==> config.mk <==
export PLATFORM = sky130hd
export DESIGN_NAME = tfla_alu
export DESIGN_NICKNAME = d
export VERILOG_FILES = /design/src/hw/rtl/tfla_pkg.sv /design/src/hw/rtl/tfla_alu.sv
export SDC_FILE = /design/constraint.sdc
export NUM_CORES = 1
export LEC_CHECK = 0
export BUFFER_PORTS_ARGS = -buffer_cell sky130_fd_sc_hd__buf_4
export CORE_UTILIZATION = 50
export DETAILED_ROUTE_END_ITERATION = 10
export GPL_ROUTABILITY_DRIVEN = 0
export MAX_ROUTING_LAYER = met4
export PLACE_DENSITY = 0.77
export SKIP_LAST_GASP = 1
export SYNTH_ARGS = -nofsm -noshare
export SYNTH_HDL_FRONTEND = slang
export SYNTH_SLANG_ARGS = --single-unit
==> constraint.sdc <==
create_clock -name vclk -period 2
set_input_delay 0.1 -clock vclk [all_inputs]
set_output_delay 0.1 -clock vclk [all_outputs]
set_load 0.1 [all_outputs]
==> src/hw/rtl/tfla_pkg.sv <==
package tfla_pkg;

    // Pool geometry
    localparam int MAX_BLOCKS = 1024;
    localparam int IDX_W      = $clog2(MAX_BLOCKS);
    localparam int LINK_W     = IDX_W + 1;
    localparam int CNT_W      = LINK_W;
    localparam int TAG_W      = 8;
    localparam int OP_W       = 2;
    localparam int STAT_W     = 2;

    localparam logic [LINK_W-1:0] NULL_CODE = LINK_W'(MAX_BLOCKS);

    // APB register map
    localparam int APB_AW = 2;
    localparam int APB_DW = 32;
    localparam logic [APB_AW-1:0] REG_POOL_CAPACITY = APB_AW'(0);

    // Opcodes
    localparam logic [OP_W-1:0] OP_ALLOC   = 2'd0;
    localparam logic [OP_W-1:0] OP_FREE    = 2'd1;
    localparam logic [OP_W-1:0] OP_REBUILD = 2'd2;

    // Status codes
    localparam logic [STAT_W-1:0] ST_OK       = 2'd0;
    localparam logic [STAT_W-1:0] ST_EMPTY    = 2'd1;
    localparam logic [STAT_W-1:0] ST_RANGE    = 2'd2;
    localparam logic [STAT_W-1:0] ST_NOT_INIT = 2'd3;

    // Shared arithmetic unit
    typedef logic [1:0] alu_op_t;
    localparam alu_op_t ALU_INC = 2'd0;   // a+1, held at b; flag = a+1 >= b
    localparam alu_op_t ALU_DEC = 2'd1;   // a-1, held at 0; flag = a == 0
    localparam alu_op_t ALU_GE  = 2'd2;   // pass a; flag = a >= b

    typedef struct packed {
        alu_op_t             op;
        logic [LINK_W-1:0]   a;
        logic [LINK_W-1:0]   b;
    } alu_req_t;

    typedef struct packed {
        logic [LINK_W-1:0]   res;
        logic                flag;
    } alu_rsp_t;

endpackage

==> src/hw/rtl/tfla_alu.sv <==
module tfla_alu (
    input  tfla_pkg::alu_req_t req,
    output tfla_pkg::alu_rsp_t rsp
);
    import tfla_pkg::*;

    logic [LINK_W:0] sum;
    logic            a_ge_b;

    assign sum    = {1'b0, req.a} + {{LINK_W{1'b0}}, 1'b1};
    assign a_ge_b = (req.a >= req.b);

    always_comb
    begin
        rsp.res  = req.a;
        rsp.flag = 1'b0;
        case (req.op)
            ALU_INC:
            begin
                rsp.res  = a_ge_b ? req.a : sum[LINK_W-1:0];
                rsp.flag = (sum >= {1'b0, req.b});
            end
            ALU_DEC:
            begin
                rsp.flag = (req.a == '0);
                rsp.res  = rsp.flag ? req.a : (req.a - LINK_W'(1));
            end
            ALU_GE:
            begin
                rsp.flag = a_ge_b;
            end
            default:
            begin
                rsp.res  = req.a;
                rsp.flag = 1'b0;
            end
        endcase
    end

endmodule

==> impl_results.md, run 1 <==
- Failed at: 4_1_cts
- Die width: approximately 52 um
- Placed Instances: 288
- Log Error: [ERROR DPL-0038] Utilization greater than 100%, impossible to legalize
- Die Y: 51.7 um
- Net Count, Synth: 221
- Port Buffers: 36
- Register area share after synthesis: 0
- Post-Synthesis Cells: 172
- Syn Std Cell Area: 1240 sq um
- Status: aborted with a tool error
- Distinct cells, synth: between 40 and 50
- Rows: 17
- # IOs: 36
- Initial core utilization: 0.543
- Hold_buf cts: 0
- Syn Area/Cell: 7.19 sq um
- Post-CTS Repair Setup Buffers: 10
- Cts repair resizes: 74
- Post-DP HPWL: 4.14 mm
- Syn. warnings: 0
- Placed instance area: 2080 sq um
-- kinds of logic after synthesis --
kind of cell	after synthesis	share of synthesized area
buffers and inverters	27	0.0911
adder cells (fa/ha/maj)	25	0.253
AND/OR/NAND/NOR	63	0.308
multiplexers	4	0.0324
AO/OA/AOI/OAI	40	0.224
XOR/XNOR	13	0.0921
-- cell usage after synthesis, drive strengths merged, types with 2 or more instances --
library cell | instances | area, sq um
a211oi | 4 | 30.0
a21o | 3 | 22.5
a21oi | 10 | 50.1
a31oi | 3 | 18.8
and2 | 3 | 21.3
and3 | 3 | 18.8
buf | 7 | 37.5
clkbuf | 2 | 7.51
ha | 25 | 313
inv | 17 | 63.8
mux2i | 4 | 40.0
nand2 | 15 | 56.3
nand3 | 12 | 65.1
nand3b | 2 | 15.0
nand4 | 9 | 71.3
nor2 | 5 | 18.8
nor4 | 2 | 18.8
nor4b | 2 | 17.5
o211ai | 2 | 15.0
o21ai | 6 | 33.8
o31ai | 2 | 15.0
or2 | 2 | 12.5
or3 | 2 | 17.5
or4 | 2 | 18.8
xnor2 | 8 | 70.1
xor2 | 5 | 43.8
-- per-stage QoR --
step	hold slack (ns)	util	setup slack (ns)	setup TNS (ns)
after floorplan	0.406	-	-0.414	-2.57
after global placement	0.642	0.915	-0.282	-2.49
after detailed placement	0.647	0.915	-0.328	-3.23
==> run 2, diff against run 1 <==
--- a/config.mk
+++ b/config.mk
@@ -6,11 +6,11 @@
 export NUM_CORES = 1
 export LEC_CHECK = 0
 export BUFFER_PORTS_ARGS = -buffer_cell sky130_fd_sc_hd__buf_4
-export CORE_UTILIZATION = 50
+export CORE_AREA = 2 2 63 65
 export DETAILED_ROUTE_END_ITERATION = 10
+export DIE_AREA = 0 0 65 67
 export GPL_ROUTABILITY_DRIVEN = 0
-export MAX_ROUTING_LAYER = met4
-export PLACE_DENSITY = 0.77
+export PLACE_DENSITY_LB_ADDON = 0.15
 export SKIP_LAST_GASP = 1
 export SYNTH_ARGS = -nofsm -noshare
 export SYNTH_HDL_FRONTEND = slang
==> constraint.sdc (replaced) <==
create_clock -name vclk -period 2.6
set_input_delay 0.13 -clock vclk [all_inputs]
set_output_delay 0.13 -clock vclk [all_outputs]
set_load 0.1 [all_outputs]
==> run 2 against run 1 <==
Net effect:
- area after synthesis stayed put
- the flow now finishes without violations
- synthesized cell count is the same
==> impl_results.md, run 2 <==
- Vias post-DR: 1419
- Routed wire length: 3.70 mm
- Syn. warnings: 0 (unchanged)
- Final setup fails: 0
- Critical Path RT: ~2.5 ns
- Post-Synthesis Cells: 172 (unchanged)
- Syn Area/Cell: 7.19 sq um (unchanged)
- Yosys top cell area share: 0.253 (unchanged)
- Register area share after synthesis: 0 (unchanged)
- Crit Path Class: in2out
- FF+latch count: 0
- RSZ-0062 raised after global routing: false
- DRC errors left: 0
- Antenna cell count: 0
- Main area contributors after synthesis: ha_1 25%, xnor2_1 5.7%, inv_1 5.2%
- Most frequent cells in the layout: 40 x buf_4, 25 x ha_1, 17 x inv_1
- # IOs: 36 (unchanged)
- Leak: 0.765 nW
- Rows: 22 (+5)
- Total GRT Usage: 0.182
- Arr. time, crit path: between 2 and 2.5 ns
- Die footprint: 4360 sq um
- Cell family with most CP delay: compound AO/OA/AOI/OAI gates
- Fraction of layout cells with a size suffix above 1: 0.281
- Cell area power density: 247 nW/um^2
- Worst path cell trace: buf_4 -> ha_1 -> and4_1 -> nand4_1 -> xnor2_1 -> ha_1 -> a21o_1 -> a211oi_1 -> o31ai_1 -> o221ai_1 -> o211ai_1 -> buf_4
- Initial antenna violation count: 0
- Post-DRT Antenna Nets: 0
- Status: complete, no violations
- Worst setup margin: 0.132 ns
- Max Freq: slightly above 0.4 GHz
- Fin Setup TNS: 0 ns
- DR WL/cell: 14.7 um
- Worst-Margin Slew: 0.426 ns
- Worst hold path class: in2out
- Syn Std Cell Area: 1240 sq um (unchanged)
- Crit start category: primary input
- Hold_buf cts: 0 (unchanged)
- First-pass GRT wire length: 6.41 mm
- CP peak stage delay: 0.31 ns
- Min Hold Slack: 0.710 ns
- CLK BUF: 0
- 1st-iter DRT viols: 50
- Final period utilization: 0.949
- Hold path start: req[18]
- Die Y: 67 um (+30%)
- Largest net degree at the start of global routing: 13
- CP max FO: 8
- CORE AREA: 3610 sq um
- Pre-antenna DRT Iters: 4
- Synth area leader: ha_1
- Number of global-route vias before repair: 1427
- Place WS: 0.168 ns (+0.496 ns)
- Cts repair resizes: 0 (-100%)
- Slew headroom: 0.714
- Critical Path Sink Type: output pin
- Max-Cap Viols: 0
- Post-route insts no fill: 251
- Most common cell after layout, fill and taps aside: buf_4
- Net Count, Synth: 221 (unchanged)
- Most frequent cell after synthesis: ha_1
- Area Growth Syn to Fin: 29.1%
- Critical-path top delay cell: a211oi_1
- Commonest cells post-synth: 25 x ha_1, 17 x inv_1, 15 x nand2_1
- Post-route total power: 395 uW
- Post-DP HPWL: 3.19 mm (-23%)
- Distinct cells, synth: 49 (unchanged)
- Worst path bufs/invs: 2
- Max-slew violation count: 0
- Minimum clock period: 2.47 ns
- Post-CTS Repair Setup Buffers: 0 (-10)
- Final Core Density: 0.443
- GRT overflow: 0
- Placed instance area: 1600 sq um (-23%)
- Die width: 65 um (+26%)
- Port Buffers: 36 (unchanged)
- FF/Latch Area: 0 sq um
- Peak VDD IR: 0.000124 V
- Placed Instances: 251 (-13%)
- Initial core utilization: 0.343 (-0.200)
- Number of nets in the layout: 254
- Fin area: 1600 sq um
- Final Hold Fails: 0
- Via density per instance: between 5 and 6
- Crit path from: req[12]
- Fillers: about 390
-- run 2: area by class of cell --
class,count,area (sq um),share of cell area
inverters,18,67.6,0.0423
multi-input cells,145,1170,0.732
well taps,48,60.1,0.0376
repair buffers,40,300,0.188
-- run 2: final timing paths --
path | endpoint | slack [ns] | cells past startpoint
max | rsp[0] | 0.13 | 12
min | rsp[8] | 0.71 | 3
-- run 2: cell families (layout without fill, tap and decap cells) --
logic type	after synthesis	in the layout	share of synthesized area
AND/OR/NAND/NOR	63	63	0.308
AO/OA/AOI/OAI	40	40	0.224
buffers and inverters	27	58	0.0911
adder cells (fa/ha/maj)	25	25	0.253
XOR/XNOR	13	13	0.0921
multiplexers	4	4	0.0324
-- run 2: power breakdown --
group | switching (mW) | internal (mW)
combinational | 0.271 | 0.124
clock | 0 | 0
sequential | 0 | 0
-- run 2: per-layer routing --
metal  GRT usage  vias to the layer above  wire length (um)
li1            -                      700                 -
met1       0.226                      670              1660
met2       0.361                       47              1830
met3     0.00845                        2               202
met4     0.00532                        0                10
met5           0                        -                 0
Power figures use the tool's default switching activity.
==> run 3, diff against run 2 <==
--- a/config.mk
+++ b/config.mk
@@ -6,11 +6,14 @@
 export NUM_CORES = 1
 export LEC_CHECK = 0
 export BUFFER_PORTS_ARGS = -buffer_cell sky130_fd_sc_hd__buf_4
+export CELL_PAD_IN_SITES_DETAIL_PLACEMENT = 0
+export CELL_PAD_IN_SITES_GLOBAL_PLACEMENT = 1
 export CORE_AREA = 2 2 63 65
 export DETAILED_ROUTE_END_ITERATION = 10
 export DIE_AREA = 0 0 65 67
 export GPL_ROUTABILITY_DRIVEN = 0
 export PLACE_DENSITY_LB_ADDON = 0.15
+export SETUP_SLACK_MARGIN = 0.02
 export SKIP_LAST_GASP = 1
 export SYNTH_ARGS = -nofsm -noshare
 export SYNTH_HDL_FRONTEND = slang
==> run 3 against run 2 <==
Net effect:
- utilization stayed put
- first-iteration DRC count is 40% higher
- worst hold slack better by 0.012 ns
- count of clock-buffer cells in the layout stayed put
- via count is 0.21% higher
- cell count is 0.80% lower
- highest routed layer unchanged
- sequential share of layout area stayed put
- total power is 0.52% lower
- non-clock buffer count is 2 lower
- routed wire length is 2.7% lower
- critical path depth is 1 lower
- final area stayed put
==> impl_results.md, run 3 (same netlist as run 2, synthesis figures left out) <==
- Sw Pwr: 270 uW (-0.48%)
- Post-DRT Antenna Nets: 0 (unchanged)
- Fin Setup TNS: 0 ns (unchanged)
- Post-CTS Repair Setup Buffers: 0 (unchanged)
- Total GRT Usage: 0.175 (-0.00711)
- FF/Latch Area: 0 sq um (unchanged)
- Slew headroom: 0.690 (-0.0249)
- Area Growth Syn to Fin: 29.1% (unchanged)
- Pre-antenna DRT Iters: 4 (unchanged)
- Cell family with most CP delay: compound AO/OA/AOI/OAI gates
- Hold_buf cts: 0 (unchanged)
- CORE AREA: 3610 sq um (unchanged)
- CP peak stage delay: 0.30 ns (about the same)
- Most common cell after layout, fill and taps aside: buf_4
- Post-route insts no fill: 249 (-0.80%)
- Worst hold path class: in2out
- Area taken by multi-input logic gates: 1180 sq um (+0.96%)
- Max-slew violation count: 0 (unchanged)
- Reg power frac: 0 (unchanged)
- Fillers: 384 (-2.0%)
- Initial core utilization: 0.343 (unchanged)
- Die Y: 67 um (unchanged)
- Max Freq: 0.408 GHz (+0.61%)
- Crit start category: primary input
- Switching part of the total: 0.687 (about the same)
- Crit Path Class: in2out
- Worst path cell trace: buf_4 -> nand4_1 -> nor3_2 -> xor2_1 -> ha_1 -> a21o_1 -> a211oi_1 -> o31ai_1 -> o221ai_1 -> o211ai_1 -> buf_6
- Peak VDD IR: 0.000122 V (-1.8%)
- Die footprint: 4360 sq um (unchanged)
- Clock power share: 0 (unchanged)
- Status: complete, no violations
- Leak: 0.758 nW (-0.90%)
- Post-DP HPWL: 3.00 mm (-5.9%)
- 1st-iter DRT viols: 70 (+40%)
- Minimum clock period: 2.45 ns (-0.0150 ns)
- Die width: 65 um (unchanged)
- Initial antenna violation count: 0 (unchanged)
- Final period utilization: 0.943 (-0.00577)
- FF+latch count: 0 (unchanged)
- Largest net degree at the start of global routing: 13 (unchanged)
- Worst-Margin Slew: 0.464 ns (+0.0371 ns)
- Antenna cell count: 0 (unchanged)
- Critical Path Sink Type: output pin
- Port Buffers: 36 (unchanged)
- # IOs: 36 (unchanged)
- Arr. time, crit path: 2.32 ns (-0.02 ns)
- First-pass GRT wire length: 6.12 mm (-4.5%)
- Vias post-DR: 1422 (+0.21%)
- Cell area power density: 246 nW/um^2 (-0.52%)
- Routed wire length: 3.60 mm (-2.7%)
- Number of nets in the layout: 252 (-0.79%)
- Placed Instances: 249 (-0.80%)
- GRT overflow: 0 (unchanged)
- Total internal power: 123 uW (-0.58%)
- Hold depth: 3 (unchanged)
- Hold path start: req[18]
- Critical-path top delay cell: ha_1
- DRC errors left: 0 (unchanged)
- CLK BUF: 0 (unchanged)
- Critical Path RT: 2.47 ns (about the same)
- Most frequent cells in the layout: 37 x buf_4, 25 x ha_1, 17 x inv_1
- Final Hold Fails: 0 (unchanged)
- Worst path bufs/invs: 2 (unchanged)
- Final setup fails: 0 (unchanged)
- Hold worst-path end: rsp[8]
- DR WL/cell: 14.5 um (-1.9%)
- Max-Cap Viols: 0 (unchanged)
- Logic pwr share: 1.000 (about the same)
- Via density per instance: 5.71 (+1.0%)
- CP max FO: 10 (+2)
- RSZ-0062 raised after global routing: true
- Rows: 22 (unchanged)
- Number of global-route vias before repair: 1278 (-10%)
- Fraction of layout cells with a size suffix above 1: 0.274 (-0.00716)
- Stages on the worst setup path: 11 (-1)
## run 3: how the worst max path moves through the flow
stage	slack (ns)	start	end
after floorplan	-0.20	req[11]	rsp[10]
after global placement	0.07	req[12]	rsp[0]
after detailed placement	0.09	req[12]	rsp[0]
after CTS	0.10	req[12]	rsp[0]
after global routing	0.008	req[13]	rsp[0]
final	0.15	req[14]	rsp[0]
## run 3: worst min-delay path, stage by stage
cell	delay, ns
buf_4	0.16
xor2_4	0.08
buf_4	0.22
## run 3: area by class of cell
cell class                 count  share of cell area
multi-input combinational    145               0.739
timing repair buffer          38               0.181
inverter                      18              0.0423
tap                           48              0.0376
## run 3: metrics by stage
stage | power [mW] | worst slack (ns) | area (sq um) | utilization | hold WS [ns]
final | 0.393 | 0.147 | 1600 | 0.443 | 0.722
after CTS | 0.393 | 0.104 | 1590 | 0.442 | 0.722
after global routing | 0.425 | 0.00775 | 1600 | 0.443 | 0.733
after global placement | 0.389 | 0.0726 | 1590 | 0.442 | 0.717
after floorplan | 0.292 | -0.204 | 1290 | - | 0.466
after detailed placement | 0.391 | 0.0886 | 1590 | 0.442 | 0.722
## run 3: power groups by stage
stage | Combinational (mW) | Clock (mW) | Sequential (mW)
6_report | 0.393 | 0 | 0
5_1_grt | 0.425 | 0 | 0
4_1_cts | 0.393 | 0 | 0
3_5_place_dp | 0.391 | 0 | 0
3_3_place_gp | 0.389 | 0 | 0
2_1_floorplan | 0.292 | 0 | 0
## run 3: metal layers
layer | GRT usage | share of wire
met1 | 0.241 | 0.43
met3 | 0.00338 | 0.065
met4 | 0.0213 | 0.0081
met2 | 0.312 | 0.49
met5 | 0 | 0
## run 3: timing repair
action | in CTS | in global routing
gates resized for setup | 0 | 3
setup endpoints to repair | 0 | 2
hold endpoints to repair | 0 | 0
==> run 4, diff against run 3 <==
--- a/config.mk
+++ b/config.mk
@@ -12,7 +12,7 @@
 export DETAILED_ROUTE_END_ITERATION = 10
 export DIE_AREA = 0 0 65 67
 export GPL_ROUTABILITY_DRIVEN = 0
-export PLACE_DENSITY_LB_ADDON = 0.15
+export PLACE_DENSITY_LB_ADDON = 0.12
 export SETUP_SLACK_MARGIN = 0.02
 export SKIP_LAST_GASP = 1
 export SYNTH_ARGS = -nofsm -noshare
==> run 4 against run 3 <==
Net effect:
- non-clock buffer count unchanged
- first-iteration DRC count fell by 20%
- via count decreased by 4.1%
- final area is essentially flat
- sequential share of layout area unchanged
- critical path depth stayed put
- global-route usage shrank 0.11 points
- total power about the same
- die area did not move
- combinational power about the same
- sequential cell count unchanged
- worst hold slack improved by 0.0033 ns
- critical endpoint unchanged
- highest routed layer is now met3
==> impl_results.md, run 4 (same netlist as run 2, synthesis figures left out) <==
- Most Frequent Cell on Critical Path: ha_1
- Area Growth Syn to Fin: 29.3% (about the same)
- Routed wire length: 3.63 mm (+0.81%)
- Antenna cell count: 0 (unchanged)
- Number of global-route vias before repair: 1329 (+4.0%)
- Final period utilization: 0.920 (-0.0232)
- Worst hold path class: in2out
- Die Y: 67 um (unchanged)
- # IOs: 36 (unchanged)
- Post-route total power: 393 uW (about the same)
- Critical-path top delay cell: ha_1
- RSZ-0062 raised after global routing: false
- Final setup fails: 0 (unchanged)
- Crit start category: primary input
- Critical Path RT: 2.47 ns (about the same)
- 1st-iter DRT viols: 56 (-20%)
- GRT overflow: 0 (unchanged)
- Placed instance area: 1590 sq um (unchanged)
- DR WL/cell: 14.6 um (+0.81%)
- Fraction of layout cells with a size suffix above 1: 0.279 (+0.00498)
- Worst path cell trace: buf_4 -> ha_1 -> and4_2 -> nand4_1 -> xnor2_1 -> ha_1 -> nand3_1 -> nor4_1 -> o311ai_0 -> o211ai_1 -> buf_6
- CP max FO: 8 (-2)
- Max-Cap Viols: 0 (unchanged)
- Fin area: 1600 sq um (about the same)
- Cell area power density: 246 nW/um^2 (about the same)
- Pre-antenna DRT Iters: 4 (unchanged)
- Rows: 22 (unchanged)
- Largest net degree at the start of global routing: 13 (unchanged)
- Most common cell after layout, fill and taps aside: buf_4
- Worst setup margin: 0.208 ns (+0.0604 ns)
- Peak VDD IR: 0.000131 V (+7.2%)
- Final Hold Fails: 0 (unchanged)
- Arr. time, crit path: 2.26 ns (-0.06 ns)
- First-pass GRT wire length: 6.07 mm (-0.90%)
- CP peak stage delay: 0.31 ns (about the same)
- Status: complete, no violations
- Final Core Density: 0.443 (about the same)
- Minimum clock period: 2.39 ns (-0.0604 ns)
- Worst path bufs/invs: 2 (unchanged)
- Post-DP HPWL: 3.08 mm (+2.3%)
- Slew headroom: 0.697 (+0.00746)
- DRC errors left: 0 (unchanged)
- Initial core utilization: 0.343 (unchanged)
- Via density per instance: 5.47 (-4.1%)
- FF/Latch Area: 0 sq um (unchanged)
- Initial antenna violation count: 0 (unchanged)
- Die width: 65 um (unchanged)
- Max-slew violation count: 0 (unchanged)
- Leak: 0.759 nW (about the same)
- Most frequent cells in the layout: 37 x buf_4, 25 x ha_1, 17 x inv_1
- CLK BUF: 0 (unchanged)
- Post-DRT Antenna Nets: 0 (unchanged)
- Number of nets in the layout: 252 (unchanged)
- Area taken by multi-input logic gates: 1180 sq um (+0.11%)
- Die footprint: 4360 sq um (unchanged)
- Worst-Margin Slew: 0.452 ns (-0.0111 ns)
- Fillers: 394 (+2.6%)
- Cell family with most CP delay: simple AND/OR/NAND/NOR gates
- Crit Path Class: in2out
- Total GRT Usage: 0.174 (-0.00113)
- Vias post-DR: 1363 (-4.1%)
- Place WS: 0.120 ns (+0.0309 ns)
- Max Freq: 0.418 GHz (+2.5%)
- FF+latch count: 0 (unchanged)
- Port Buffers: 36 (unchanged)
- Critical Path Sink Type: output pin
- CORE AREA: 3610 sq um (unchanged)
## run 4: worst paths after layout
path	start	to	slack, ns	depth (start not counted)
worst min-delay path	req[17]	rsp[7]	0.73	3
worst max-delay path	req[12]	rsp[0]	0.21	11
## run 4: report_power, final
| part | switching [mW] | internal (mW) | leakage [nW] | total (mW) |
|---|---|---|---|---|
| logic | 0.270 | 0.123 | 0.759 | 0.393 |
| clock network | 0 | 0 | 0 | 0 |
| registers | 0 | 0 | 0 | 0 |
| total | 0.270 | 0.123 | 0.759 | 0.393 |
## run 4: routing by layer
layer,global-route usage,part of all wire,vias up
li1,-,-,702
met4,0.00532,0,0
met1,0.230,0.47,636
met2,0.331,0.51,25
met3,0.00169,0.024,0
met5,0,0,-
## run 4: through the flow
stage          cells  hold slack [ns]  setup TNS (ns)
4_1_cts          249            0.727               0
3_3_place_gp     249            0.717               0
6_report         249            0.725               0
5_1_grt          249            0.745               0
2_1_floorplan    172            0.466          -0.204
3_5_place_dp     249            0.727               0
## run 4: layout make-up
| class | instances | area share |
|---|---|---|
| tap | 48 | 0.0376 |
| inverter | 18 | 0.0423 |
| multi-input combinational | 145 | 0.739 |
| timing repair buffer | 38 | 0.181 |
## run 4: timing repair
action,4_1_cts,5_1_grt
buffers inserted,0,0
resized for setup,0,2
endpoints found under the hold margin,0,0
hold buffers,0,0
endpoints found under the setup margin,0,1
